--- src/sxu_pkg.sv ---
// Shared types and constants of the execute unit.
// Holds opcode match patterns, status codes and the item, result and state structs.
// No dependencies.
package sxu_pkg;

	localparam int NUM_REGS  = 16;
	localparam int REG_IDX_W = $clog2(NUM_REGS);

	localparam logic [31:0] RESET_PC = 32'hA000_0000;

	localparam logic OPER_INSTR = 1'b0;
	localparam logic OPER_RDATA = 1'b1;

	localparam logic [15:0] MASK_HI8 = 16'hFF00;
	localparam logic [15:0] MASK_HI4 = 16'hF000;
	localparam logic [15:0] MASK_RR  = 16'hF00F;
	localparam logic [15:0] MASK_R   = 16'hF0FF;
	localparam logic [15:0] MASK_ALL = 16'hFFFF;

	localparam logic [15:0] OP_BF     = 16'h8B00;
	localparam logic [15:0] OP_BFS    = 16'h8F00;
	localparam logic [15:0] OP_BT     = 16'h8900;
	localparam logic [15:0] OP_BTS    = 16'h8D00;
	localparam logic [15:0] OP_BRA    = 16'hA000;
	localparam logic [15:0] OP_BSR    = 16'hB000;
	localparam logic [15:0] OP_BRAF   = 16'h0023;
	localparam logic [15:0] OP_BSRF   = 16'h0003;
	localparam logic [15:0] OP_ADD    = 16'h300C;
	localparam logic [15:0] OP_ADDI   = 16'h7000;
	localparam logic [15:0] OP_ADDC   = 16'h300E;
	localparam logic [15:0] OP_ADDV   = 16'h300F;
	localparam logic [15:0] OP_AND    = 16'h2009;
	localparam logic [15:0] OP_ANDI   = 16'hC900;
	localparam logic [15:0] OP_ANDB   = 16'hCD00;
	localparam logic [15:0] OP_CLRMAC = 16'h0028;
	localparam logic [15:0] OP_CLRS   = 16'h0048;
	localparam logic [15:0] OP_CLRT   = 16'h0008;

	typedef enum logic [2:0] {
		ST_DONE         = 3'd0,
		ST_READ         = 3'd1,
		ST_WRITE        = 3'd2,
		ST_SLOT_ILLEGAL = 3'd3,
		ST_FAULT        = 3'd4,
		ST_UNKNOWN      = 3'd5
	} status_t;

	typedef struct packed {
		logic        operation;
		logic [15:0] instr_word;
		logic [7:0]  read_byte;
		logic        read_fault;
	} item_t;

	typedef struct packed {
		status_t                status;
		logic [31:0]            next_pc;
		logic [31:0]            mem_addr;
		logic [7:0]             mem_data;
		logic                   t_bit;
		logic [REG_IDX_W-1:0]   dest_index;
		logic [31:0]            dest_value;
		logic                   dest_written;
	} res_t;

	typedef struct packed {
		logic [31:0] pc;
		logic [31:0] pr;
		logic        t;
		logic        s;
		logic [31:0] mach;
		logic [31:0] macl;
		logic        slot;
		logic [31:0] target;
		logic        rpend;
		logic [7:0]  himm;
	} arch_t;

endpackage

--- src/sxu_req_if.sv ---
// Input item channel of the execute unit: valid/ready plus instruction or read-return payload.
// Depends on nothing.
interface sxu_req_if;
	logic        valid;
	logic        ready;
	logic        operation;
	logic [15:0] instr_word;
	logic [7:0]  read_byte;
	logic        read_fault;

	modport source (output valid, operation, instr_word, read_byte, read_fault, input ready);
	modport sink (input valid, operation, instr_word, read_byte, read_fault, output ready);
endinterface

--- src/sxu_rsp_if.sv ---
// Result item channel of the execute unit: valid/ready plus result payload.
// Depends on nothing.
interface sxu_rsp_if;
	logic        valid;
	logic        ready;
	logic [2:0]  status;
	logic [31:0] next_pc;
	logic [31:0] mem_addr;
	logic [7:0]  mem_data;
	logic        t_bit;
	logic [3:0]  dest_index;
	logic [31:0] dest_value;
	logic        dest_written;

	modport source (output valid, status, next_pc, mem_addr, mem_data, t_bit, dest_index,
		dest_value, dest_written, input ready);
	modport sink (input valid, status, next_pc, mem_addr, mem_data, t_bit, dest_index,
		dest_value, dest_written, output ready);
endinterface

--- src/sxu_cfg_if.sv ---
// Configuration write channel of the execute unit: valid/ready plus GBR write data.
// Depends on nothing.
interface sxu_cfg_if;
	logic        valid;
	logic        ready;
	logic [31:0] data;

	modport source (output valid, data, input ready);
	modport sink (input valid, data, output ready);
endinterface

--- src/sxu_regfile.sv ---
// General register file: 16 x 32 memory with two registered read ports and one write port.
// Entries never written read as zero; R0 is also kept in a flop for direct use.
// Depends on sxu_pkg.
module sxu_regfile (
	input  logic                          clk,
	input  logic                          arst_n,
	input  logic                          rd_en,
	input  logic [sxu_pkg::REG_IDX_W-1:0] rd_addr_a,
	input  logic [sxu_pkg::REG_IDX_W-1:0] rd_addr_b,
	input  logic                          wr_en,
	input  logic [sxu_pkg::REG_IDX_W-1:0] wr_addr,
	input  logic [31:0]                   wr_data,
	output logic [31:0]                   rd_data_a,
	output logic [31:0]                   rd_data_b,
	output logic [31:0]                   r0
);

	logic [31:0]                  mem_q [sxu_pkg::NUM_REGS];
	logic [sxu_pkg::NUM_REGS-1:0] written_q;
	logic [31:0]                  rd_data_a_q;
	logic [31:0]                  rd_data_b_q;
	logic [31:0]                  r0_q;

	always_ff @(posedge clk) begin
		if (wr_en) begin
			mem_q[wr_addr] <= wr_data;
		end
	end

	always_ff @(posedge clk) begin
		if (rd_en) begin
			if (wr_en && wr_addr == rd_addr_a) begin
				rd_data_a_q <= wr_data;
			end else if (written_q[rd_addr_a]) begin
				rd_data_a_q <= mem_q[rd_addr_a];
			end else begin
				rd_data_a_q <= '0;
			end
			if (wr_en && wr_addr == rd_addr_b) begin
				rd_data_b_q <= wr_data;
			end else if (written_q[rd_addr_b]) begin
				rd_data_b_q <= mem_q[rd_addr_b];
			end else begin
				rd_data_b_q <= '0;
			end
		end
	end

	always_ff @(posedge clk or negedge arst_n) begin
		if (!arst_n) begin
			written_q <= '0;
			r0_q      <= '0;
		end else if (wr_en) begin
			written_q[wr_addr] <= 1'b1;
			if (wr_addr == '0) begin
				r0_q <= wr_data;
			end
		end
	end

	assign rd_data_a = rd_data_a_q;
	assign rd_data_b = rd_data_b_q;
	assign r0        = r0_q;

endmodule

--- src/sxu_exec.sv ---
// Execute logic: decodes one held item against the architectural state and
// produces the next state, the result item and whether a result is emitted.
// Depends on sxu_pkg.
module sxu_exec (
	input  sxu_pkg::item_t item,
	input  sxu_pkg::arch_t cur,
	input  logic [31:0]    gbr,
	input  logic [31:0]    ra,
	input  logic [31:0]    rb,
	input  logic [31:0]    r0,
	output sxu_pkg::arch_t nxt,
	output sxu_pkg::res_t  res,
	output logic           emit
);

	logic [15:0] iw;
	logic [7:0]  imm;
	logic [31:0] pc4;
	logic [31:0] d8;
	logic [31:0] d12;
	logic [31:0] sum_ab;
	logic [32:0] sum_abc;
	logic [31:0] adv_pc;
	logic [31:0] gbr_r0;
	logic        is_bf;
	logic        is_bfs;
	logic        is_bt;
	logic        is_bts;
	logic        is_bra;
	logic        is_bsr;
	logic        is_braf;
	logic        is_bsrf;
	logic        is_branch;

	always_comb begin
		iw      = item.instr_word;
		imm     = iw[7:0];
		pc4     = cur.pc + 32'd4;
		d8      = pc4 + {{23{imm[7]}}, imm, 1'b0};
		d12     = pc4 + {{19{iw[11]}}, iw[11:0], 1'b0};
		sum_ab  = ra + rb;
		sum_abc = {1'b0, ra} + {1'b0, rb} + {32'd0, cur.t};
		adv_pc  = cur.slot ? cur.target : cur.pc + 32'd2;
		gbr_r0  = gbr + r0;

		is_bf     = (iw & sxu_pkg::MASK_HI8) == sxu_pkg::OP_BF;
		is_bfs    = (iw & sxu_pkg::MASK_HI8) == sxu_pkg::OP_BFS;
		is_bt     = (iw & sxu_pkg::MASK_HI8) == sxu_pkg::OP_BT;
		is_bts    = (iw & sxu_pkg::MASK_HI8) == sxu_pkg::OP_BTS;
		is_bra    = (iw & sxu_pkg::MASK_HI4) == sxu_pkg::OP_BRA;
		is_bsr    = (iw & sxu_pkg::MASK_HI4) == sxu_pkg::OP_BSR;
		is_braf   = (iw & sxu_pkg::MASK_R) == sxu_pkg::OP_BRAF;
		is_bsrf   = (iw & sxu_pkg::MASK_R) == sxu_pkg::OP_BSRF;
		is_branch = is_bf | is_bfs | is_bt | is_bts | is_bra | is_bsr | is_braf | is_bsrf;

		nxt        = cur;
		res        = '0;
		res.status = sxu_pkg::ST_DONE;
		emit       = 1'b1;

		if (item.operation == sxu_pkg::OPER_RDATA) begin
			if (!cur.rpend) begin
				emit = 1'b0;
			end else begin
				nxt.rpend = 1'b0;
				if (item.read_fault) begin
					res.status = sxu_pkg::ST_FAULT;
					nxt.slot   = 1'b0;
				end else begin
					res.status   = sxu_pkg::ST_WRITE;
					res.mem_addr = gbr_r0;
					res.mem_data = item.read_byte & cur.himm;
					nxt.pc       = adv_pc;
					nxt.slot     = 1'b0;
				end
			end
		end else if (cur.rpend) begin
			emit = 1'b0;
		end else if (is_branch) begin
			if (cur.slot) begin
				res.status = sxu_pkg::ST_SLOT_ILLEGAL;
				nxt.slot   = 1'b0;
			end else if (is_bf) begin
				nxt.pc = cur.t ? cur.pc + 32'd2 : d8;
			end else if (is_bt) begin
				nxt.pc = cur.t ? d8 : cur.pc + 32'd2;
			end else if (is_bfs || is_bts) begin
				if (cur.t == is_bts) begin
					nxt.target = d8;
					nxt.slot   = 1'b1;
				end
				nxt.pc = cur.pc + 32'd2;
			end else begin
				nxt.target = (is_bra || is_bsr) ? d12 : pc4 + ra;
				nxt.slot   = 1'b1;
				nxt.pc     = cur.pc + 32'd2;
				if (is_bsr || is_bsrf) begin
					nxt.pr = pc4;
				end
			end
		end else begin
			if ((iw & sxu_pkg::MASK_RR) == sxu_pkg::OP_ADD) begin
				res.dest_index   = iw[11:8];
				res.dest_value   = sum_ab;
				res.dest_written = 1'b1;
			end else if ((iw & sxu_pkg::MASK_HI4) == sxu_pkg::OP_ADDI) begin
				res.dest_index   = iw[11:8];
				res.dest_value   = ra + {{24{imm[7]}}, imm};
				res.dest_written = 1'b1;
			end else if ((iw & sxu_pkg::MASK_RR) == sxu_pkg::OP_ADDC) begin
				res.dest_index   = iw[11:8];
				res.dest_value   = sum_abc[31:0];
				res.dest_written = 1'b1;
				nxt.t            = sum_abc[32];
			end else if ((iw & sxu_pkg::MASK_RR) == sxu_pkg::OP_ADDV) begin
				res.dest_index   = iw[11:8];
				res.dest_value   = sum_ab;
				res.dest_written = 1'b1;
				nxt.t            = ~(ra[31] ^ rb[31]) & (ra[31] ^ sum_ab[31]);
			end else if ((iw & sxu_pkg::MASK_RR) == sxu_pkg::OP_AND) begin
				res.dest_index   = iw[11:8];
				res.dest_value   = ra & rb;
				res.dest_written = 1'b1;
			end else if ((iw & sxu_pkg::MASK_HI8) == sxu_pkg::OP_ANDI) begin
				res.dest_index   = '0;
				res.dest_value   = r0 & {24'd0, imm};
				res.dest_written = 1'b1;
			end else if ((iw & sxu_pkg::MASK_HI8) == sxu_pkg::OP_ANDB) begin
				res.status   = sxu_pkg::ST_READ;
				res.mem_addr = gbr_r0;
				nxt.himm     = imm;
				nxt.rpend    = 1'b1;
			end else if ((iw & sxu_pkg::MASK_ALL) == sxu_pkg::OP_CLRMAC) begin
				nxt.mach = '0;
				nxt.macl = '0;
			end else if ((iw & sxu_pkg::MASK_ALL) == sxu_pkg::OP_CLRS) begin
				nxt.s = 1'b0;
			end else if ((iw & sxu_pkg::MASK_ALL) == sxu_pkg::OP_CLRT) begin
				nxt.t = 1'b0;
			end else begin
				res.status = sxu_pkg::ST_UNKNOWN;
			end
			if (res.status == sxu_pkg::ST_DONE) begin
				nxt.pc   = adv_pc;
				nxt.slot = 1'b0;
			end
		end

		res.next_pc = nxt.pc;
		res.t_bit   = nxt.t;
	end

endmodule

--- src/sh3_subset_execute_unit.sv ---
// Top level of the execute unit: input register, register file, execute logic, result register.
// Depends on sxu_pkg, sxu_req_if, sxu_rsp_if, sxu_cfg_if, sxu_regfile and sxu_exec.
//
// Takes one item per clock while results are taken, also under back-to-back traffic: an
// accepted item is held in the input register, whose register-file read ports are loaded at
// acceptance with write-through from the item ahead, and its result is registered in the
// output register as the item leaves the input register. A stalled result holds the input
// register and drops input ready until the result is taken.
// All state (GPRs, PC, PR, T, S, MACH/MACL, delay-slot and pending-read tracking) updates as
// the item leaves the input register, so the following item always sees it. Items that
// produce no result (an instruction while a read is pending, a data return with none pending)
// pass through the same slot without reaching the output. The register file comes out of reset
// reading zero with no clearing pass. The GBR write channel is always ready.
module sh3_subset_execute_unit (
	input logic      clk,
	input logic      arst_n,
	sxu_req_if.sink  req,
	sxu_rsp_if.source rsp,
	sxu_cfg_if.sink  cfg
);

	sxu_pkg::item_t item_in;
	sxu_pkg::item_t item_s1;
	logic           valid_s1;
	logic           fire_s1;
	logic           accept;
	sxu_pkg::arch_t arch_q;
	sxu_pkg::arch_t arch_nxt;
	sxu_pkg::res_t  res_nxt;
	sxu_pkg::res_t  res_q;
	logic           emit;
	logic           out_valid_q;
	logic [31:0]    gbr_q;
	logic [31:0]    ra;
	logic [31:0]    rb;
	logic [31:0]    r0;

	assign item_in.operation  = req.operation;
	assign item_in.instr_word = req.instr_word;
	assign item_in.read_byte  = req.read_byte;
	assign item_in.read_fault = req.read_fault;

	assign fire_s1   = valid_s1 && (!out_valid_q || rsp.ready);
	assign req.ready = !valid_s1 || fire_s1;
	assign accept    = req.valid && req.ready;
	assign cfg.ready = 1'b1;

	always_ff @(posedge clk or negedge arst_n) begin
		if (!arst_n) begin
			valid_s1 <= 1'b0;
		end else if (req.ready) begin
			valid_s1 <= req.valid;
		end
	end

	always_ff @(posedge clk) begin
		if (accept) begin
			item_s1 <= item_in;
		end
	end

	sxu_regfile u_regfile (
		.clk       (clk),
		.arst_n    (arst_n),
		.rd_en     (accept),
		.rd_addr_a (req.instr_word[11:8]),
		.rd_addr_b (req.instr_word[7:4]),
		.wr_en     (fire_s1 && res_nxt.dest_written),
		.wr_addr   (res_nxt.dest_index),
		.wr_data   (res_nxt.dest_value),
		.rd_data_a (ra),
		.rd_data_b (rb),
		.r0        (r0)
	);

	sxu_exec u_exec (
		.item (item_s1),
		.cur  (arch_q),
		.gbr  (gbr_q),
		.ra   (ra),
		.rb   (rb),
		.r0   (r0),
		.nxt  (arch_nxt),
		.res  (res_nxt),
		.emit (emit)
	);

	always_ff @(posedge clk or negedge arst_n) begin
		if (!arst_n) begin
			arch_q <= '{pc: sxu_pkg::RESET_PC, default: '0};
		end else if (fire_s1) begin
			arch_q <= arch_nxt;
		end
	end

	always_ff @(posedge clk or negedge arst_n) begin
		if (!arst_n) begin
			gbr_q <= '0;
		end else if (cfg.valid && cfg.ready) begin
			gbr_q <= cfg.data;
		end
	end

	always_ff @(posedge clk or negedge arst_n) begin
		if (!arst_n) begin
			out_valid_q <= 1'b0;
		end else if (fire_s1 && emit) begin
			out_valid_q <= 1'b1;
		end else if (rsp.ready) begin
			out_valid_q <= 1'b0;
		end
	end

	always_ff @(posedge clk) begin
		if (fire_s1 && emit) begin
			res_q <= res_nxt;
		end
	end

	assign rsp.valid        = out_valid_q;
	assign rsp.status       = res_q.status;
	assign rsp.next_pc      = res_q.next_pc;
	assign rsp.mem_addr     = res_q.mem_addr;
	assign rsp.mem_data     = res_q.mem_data;
	assign rsp.t_bit        = res_q.t_bit;
	assign rsp.dest_index   = res_q.dest_index;
	assign rsp.dest_value   = res_q.dest_value;
	assign rsp.dest_written = res_q.dest_written;

endmodule

--- src/flat_wrapper.sv ---
// flat-port wrapper written by rule: the top's interface ports become plain ports
module sh3_subset_execute_unit_flat 
  (clk, arst_n, req_valid, req_operation, req_instr_word, req_read_byte, req_read_fault, req_ready, rsp_valid, rsp_status, rsp_next_pc, rsp_mem_addr, rsp_mem_data, rsp_t_bit, rsp_dest_index, rsp_dest_value, rsp_dest_written, rsp_ready, cfg_valid, cfg_data, cfg_ready);
  sxu_req_if req_i ();
  sxu_rsp_if rsp_i ();
  sxu_cfg_if cfg_i ();
  input logic clk;
  input logic arst_n;
  input wire logic [$bits(req_i.valid)-1:0] req_valid;
  input wire logic [$bits(req_i.operation)-1:0] req_operation;
  input wire logic [$bits(req_i.instr_word)-1:0] req_instr_word;
  input wire logic [$bits(req_i.read_byte)-1:0] req_read_byte;
  input wire logic [$bits(req_i.read_fault)-1:0] req_read_fault;
  output wire logic [$bits(req_i.ready)-1:0] req_ready;
  output wire logic [$bits(rsp_i.valid)-1:0] rsp_valid;
  output wire logic [$bits(rsp_i.status)-1:0] rsp_status;
  output wire logic [$bits(rsp_i.next_pc)-1:0] rsp_next_pc;
  output wire logic [$bits(rsp_i.mem_addr)-1:0] rsp_mem_addr;
  output wire logic [$bits(rsp_i.mem_data)-1:0] rsp_mem_data;
  output wire logic [$bits(rsp_i.t_bit)-1:0] rsp_t_bit;
  output wire logic [$bits(rsp_i.dest_index)-1:0] rsp_dest_index;
  output wire logic [$bits(rsp_i.dest_value)-1:0] rsp_dest_value;
  output wire logic [$bits(rsp_i.dest_written)-1:0] rsp_dest_written;
  input wire logic [$bits(rsp_i.ready)-1:0] rsp_ready;
  input wire logic [$bits(cfg_i.valid)-1:0] cfg_valid;
  input wire logic [$bits(cfg_i.data)-1:0] cfg_data;
  output wire logic [$bits(cfg_i.ready)-1:0] cfg_ready;
  assign req_i.valid = req_valid;
  assign req_i.operation = req_operation;
  assign req_i.instr_word = req_instr_word;
  assign req_i.read_byte = req_read_byte;
  assign req_i.read_fault = req_read_fault;
  assign req_ready = req_i.ready;
  assign rsp_valid = rsp_i.valid;
  assign rsp_status = rsp_i.status;
  assign rsp_next_pc = rsp_i.next_pc;
  assign rsp_mem_addr = rsp_i.mem_addr;
  assign rsp_mem_data = rsp_i.mem_data;
  assign rsp_t_bit = rsp_i.t_bit;
  assign rsp_dest_index = rsp_i.dest_index;
  assign rsp_dest_value = rsp_i.dest_value;
  assign rsp_dest_written = rsp_i.dest_written;
  assign rsp_i.ready = rsp_ready;
  assign cfg_i.valid = cfg_valid;
  assign cfg_i.data = cfg_data;
  assign cfg_ready = cfg_i.ready;
  sh3_subset_execute_unit u_core (.clk(clk), .arst_n(arst_n), .req(req_i), .rsp(rsp_i), .cfg(cfg_i));
endmodule
--- config.mk ---
export PLATFORM = sky130hd
export DESIGN_NAME = sh3_subset_execute_unit_flat
export DESIGN_NICKNAME = d
export VERILOG_FILES = /design/src/sxu_pkg.sv /design/src/sxu_req_if.sv /design/src/sxu_rsp_if.sv /design/src/sxu_cfg_if.sv /design/src/sxu_regfile.sv /design/src/sxu_exec.sv /design/src/sh3_subset_execute_unit.sv /design/src/flat_wrapper.sv
export SDC_FILE = /design/constraint.sdc
export NUM_CORES = 2
export LEC_CHECK = 0
export ABC_AREA = 1
export ABC_CLOCK_PERIOD_IN_PS = 13300
export BUFFER_PORTS_ARGS = -buffer_cell sky130_fd_sc_hd__clkbuf_2
export CORE_AREA = 2 2 325 391
export CTS_CLUSTER_SIZE = 14
export DETAILED_ROUTE_END_ITERATION = 16
export DIE_AREA = 0 0 327 393
export SYNTH_ARGS = -nofsm -noshare
export SYNTH_HDL_FRONTEND = slang
export SYNTH_SLANG_ARGS = --single-unit
--- constraint.sdc ---
create_clock -name clk -period 13.3 [get_ports clk]
set_input_delay 3.325 -clock clk [delete_from_list [all_inputs] [get_ports clk]]
set_output_delay 3.325 -clock clk [all_outputs]
set_load 0.02 [all_outputs]
==> out/results.tsv <==
metric	value	unit
Max Clock Freq	141.3	MHz
Met3 Wirelength	13.79	mm
commonest non-fill, non-tap cell in the layout	nand2_1	
Worst Hold Class	flip-flop to flip-flop	
register area	25400	um^2
startpoint class of the critical path	primary input	
number of synthesized flops with an enable pin	715	
largest net degree at the start of global routing	204	
Ports	179	
Avg WL per Cell	25.75	um
CTS buffer count	92	
post-route clock period utilization	53.21	%
CP Capture Type	output port	
WL met1	82.66	mm
FILL cells	12190	
setup violators final	0	
Clock Latency Late Sink	730	ps
vias in the first global route	49490	
Setup TNS Final	0	ps
GRT Util Overall	33.90	%
hold buffers post-CTS	0	
Max-slew headroom	13.43	%
CP Data Required Time	9970	ps
Initial Utilization	44.85	%
CTS tree	done	
critical path arrival	3750	ps
Die Area	128500	um^2
final hold viol count	0	
Vias/cell	6.001	
Min Hold Slack	477.7	ps
hpwl dp	156.8	mm
H-tree depth	3	
Post-CTS Resized	0	
clk root buf	clkbuf_16	
fin crit period	7076	ps
ys async rst share	18.00	%
Reg clk slew, reported paths	70	ps
Pre-antenna DRT Iters	6	
RSZ-0062 raised after global routing	false	
final wirelength	222.7	mm
Least-Margin Pin Slew	1294	ps
peak supply drop	112.1	uV
syn nets	7141	
DIE HEIGHT	393	um
run status	finished, final reports clean	
Rows	142	
crit-path max FO	3	
Mapped Avg Cell Area	8.111	um^2
first-pass GRT wire length	322.1	mm
DRC errors left	0	
synth warn	0	
MaxCap Viol Count	0	
main flop type after synthesis	edfxtp_1	
GR Overflow Total	0	
CORE AREA	124500	um^2
met2 wire length	107.0	mm
clock tree buffer depth	3	
DRT antenna net count	0	
final RePlAce weighted congestion	1.026	
sequential share of the synthesized area	45.48	%
postcts setup bufs	0	
layout cell share with drive strength beyond 1	7.624	%
Leak Pwr	25.61	nW
Crit Path Class	primary input to output port	
initial antenna violation count	6	
Initial DRC Count	5328	
synth unique cells	66	
via count	51900	
footprint of the multi-input gates	26880	um^2
Cells after Synth	6887	
P&R area growth vs syn	9.898	%
Power Density	151.1	nW/um^2
Pins Over Slew Limit	0	
count of input and output buffers	177	
Mapped Area	55860	um^2
# clock sinks	872	
Worst Clk Skew	51.36	ps
flops & latches, synth	872	
post-layout net count	7172	
Die X	327	um
top layer reached by signal wires	met5	
commonest non-fill, non-tap cells in the layout	1413 x nand2_1, 1027 x o21ai_0, 715 x edfxtp_1	
[through the flow]
stage / total power (W) / worst slack, ps / area [um^2] / util, % / instances
2_1_floorplan: 0.005400 / 3521 / 55860 / - / 6887
3_3_place_gp: 0.006615 / 6227 / 58400 / 46.89 / 8480
3_5_place_dp: 0.006629 / 6231 / 58400 / 46.89 / 8480
4_1_cts: 0.009213 / 6229 / 61380 / 49.28 / 8647
5_1_grt: 0.009689 / 6202 / 61390 / 49.29 / 8648
6_report: 0.009274 / 6224 / 61390 / 49.29 / 8649
[final timing paths]
path / to / slack [ps] / cells past startpoint / start
worst max-delay path: req_ready / 6220 / 4 / rsp_ready
worst min-delay path: u_core.u_regfile.written_q[13] / 480 / 2 / u_core.u_regfile.written_q[13]
worst max register to register: u_core.rsp.next_pc[31] / 7550 / 26 / u_core.arch_q[142]
worst min register to register: u_core.u_regfile.written_q[13] / 480 / 2 / u_core.u_regfile.written_q[13]
max in group asynchronous: u_core.u_regfile.r0[12] / 9490 / 2 / arst_n
min in group asynchronous: u_core.arch_q[31] / 2540 / 1 / arst_n
[Yosys cell counts, drive strengths merged, types with 2 or more instances]
library cell	number	share of area, %
o22ai	46	0.52
dfstp	2	0.094
nor4	12	0.16
nor3	64	0.60
inv	641	4.3
a21oi	641	5.7
o221ai	86	1.3
a21o	22	0.30
a31oi	19	0.21
o221a	3	0.060
nor3b	2	0.027
mux2	34	0.69
a22oi	4	0.054
and2	6	0.067
a21boi	14	0.19
o31ai	5	0.067
fa	7	0.25
xor2	78	1.2
dfrtp	155	6.9
nand3b	14	0.23
o21a	9	0.12
o211ai	80	1.1
edfxtp	715	38
o21bai	26	0.35
nor2	579	4.0
o21ai	1050	9.4
buf	73	0.62
mux2i	128	2.3
or2	32	0.36
nand4	56	0.65
ha	184	4.1
nand3	370	3.4
clkbuf	253	1.7
nand2	1415	9.5
clkinv	12	0.081
xnor2	39	0.61
[per-layer routing]
| layer | vias to the layer above | GRT usage, % |
|---|---|---|
| met2 | 2311 | 57.61 |
| met1 | 24830 | 39.10 |
| met5 | - | 0 |
| met3 | 695 | 4.403 |
| li1 | 24060 | - |
| met4 | 4 | 25.53 |
[critical path: stages]
cell,delay [ps]
clkbuf_2,80
inv_1,60
nand3_1,110
clkbuf_2,180
[cell families after synthesis]
kind of cell / Yosys count / synth area share [%]
and+or+nand+nor: 2551 / 19.03
buffers and inverters: 979 / 6.706
AOI/OAI and AO/OA: 2014 / 19.60
xor gates and xnor gates: 117 / 1.835
other: 1 / 0.006713
adders and majority gates: 191 / 4.372
muxes: 162 / 2.979
DFF: 872 / 45.48
[where the power goes]
group,internal (W),total [W],switching (W)
Sequential,0.00315,0.00340,0.000247
Clock,0.00143,0.00259,0.00116
Combinational,0.000924,0.00329,0.00236
[cell type report]
type	count	share of cell area (%)
multi-input cells	5036	43.79
flip-flops and latches	872	41.38
inverters	653	4.003
clock buffers	103	3.818
well taps	1656	3.375
repair buffers	263	2.593
clock inverters	64	1.033
diodes	2	0.008153
[registers in the layout, summed over array words and instances, names as in the netlist]
register and cells:
u_core.u_regfile.mem_q 512, u_core.arch_q 75, u_core.gbr_q 32, u_core.rsp.dest_value 32
u_core.rsp.mem_addr 32, u_core.rsp.next_pc 32, u_core.u_regfile.r0 32, u_core.u_regfile.rd_data_a 32
u_core.u_regfile.rd_data_b 32, u_core.item_s1 26, u_core.u_regfile.written_q 16, u_core.rsp.mem_data 8
u_core.rsp.dest_index 4, u_core.rsp.status 3, u_core.rsp.dest_written 1, u_core.rsp.t_bit 1
u_core.rsp.valid 1, u_core.valid_s1 1
Note: power is estimated with default switching activity, not from simulation.
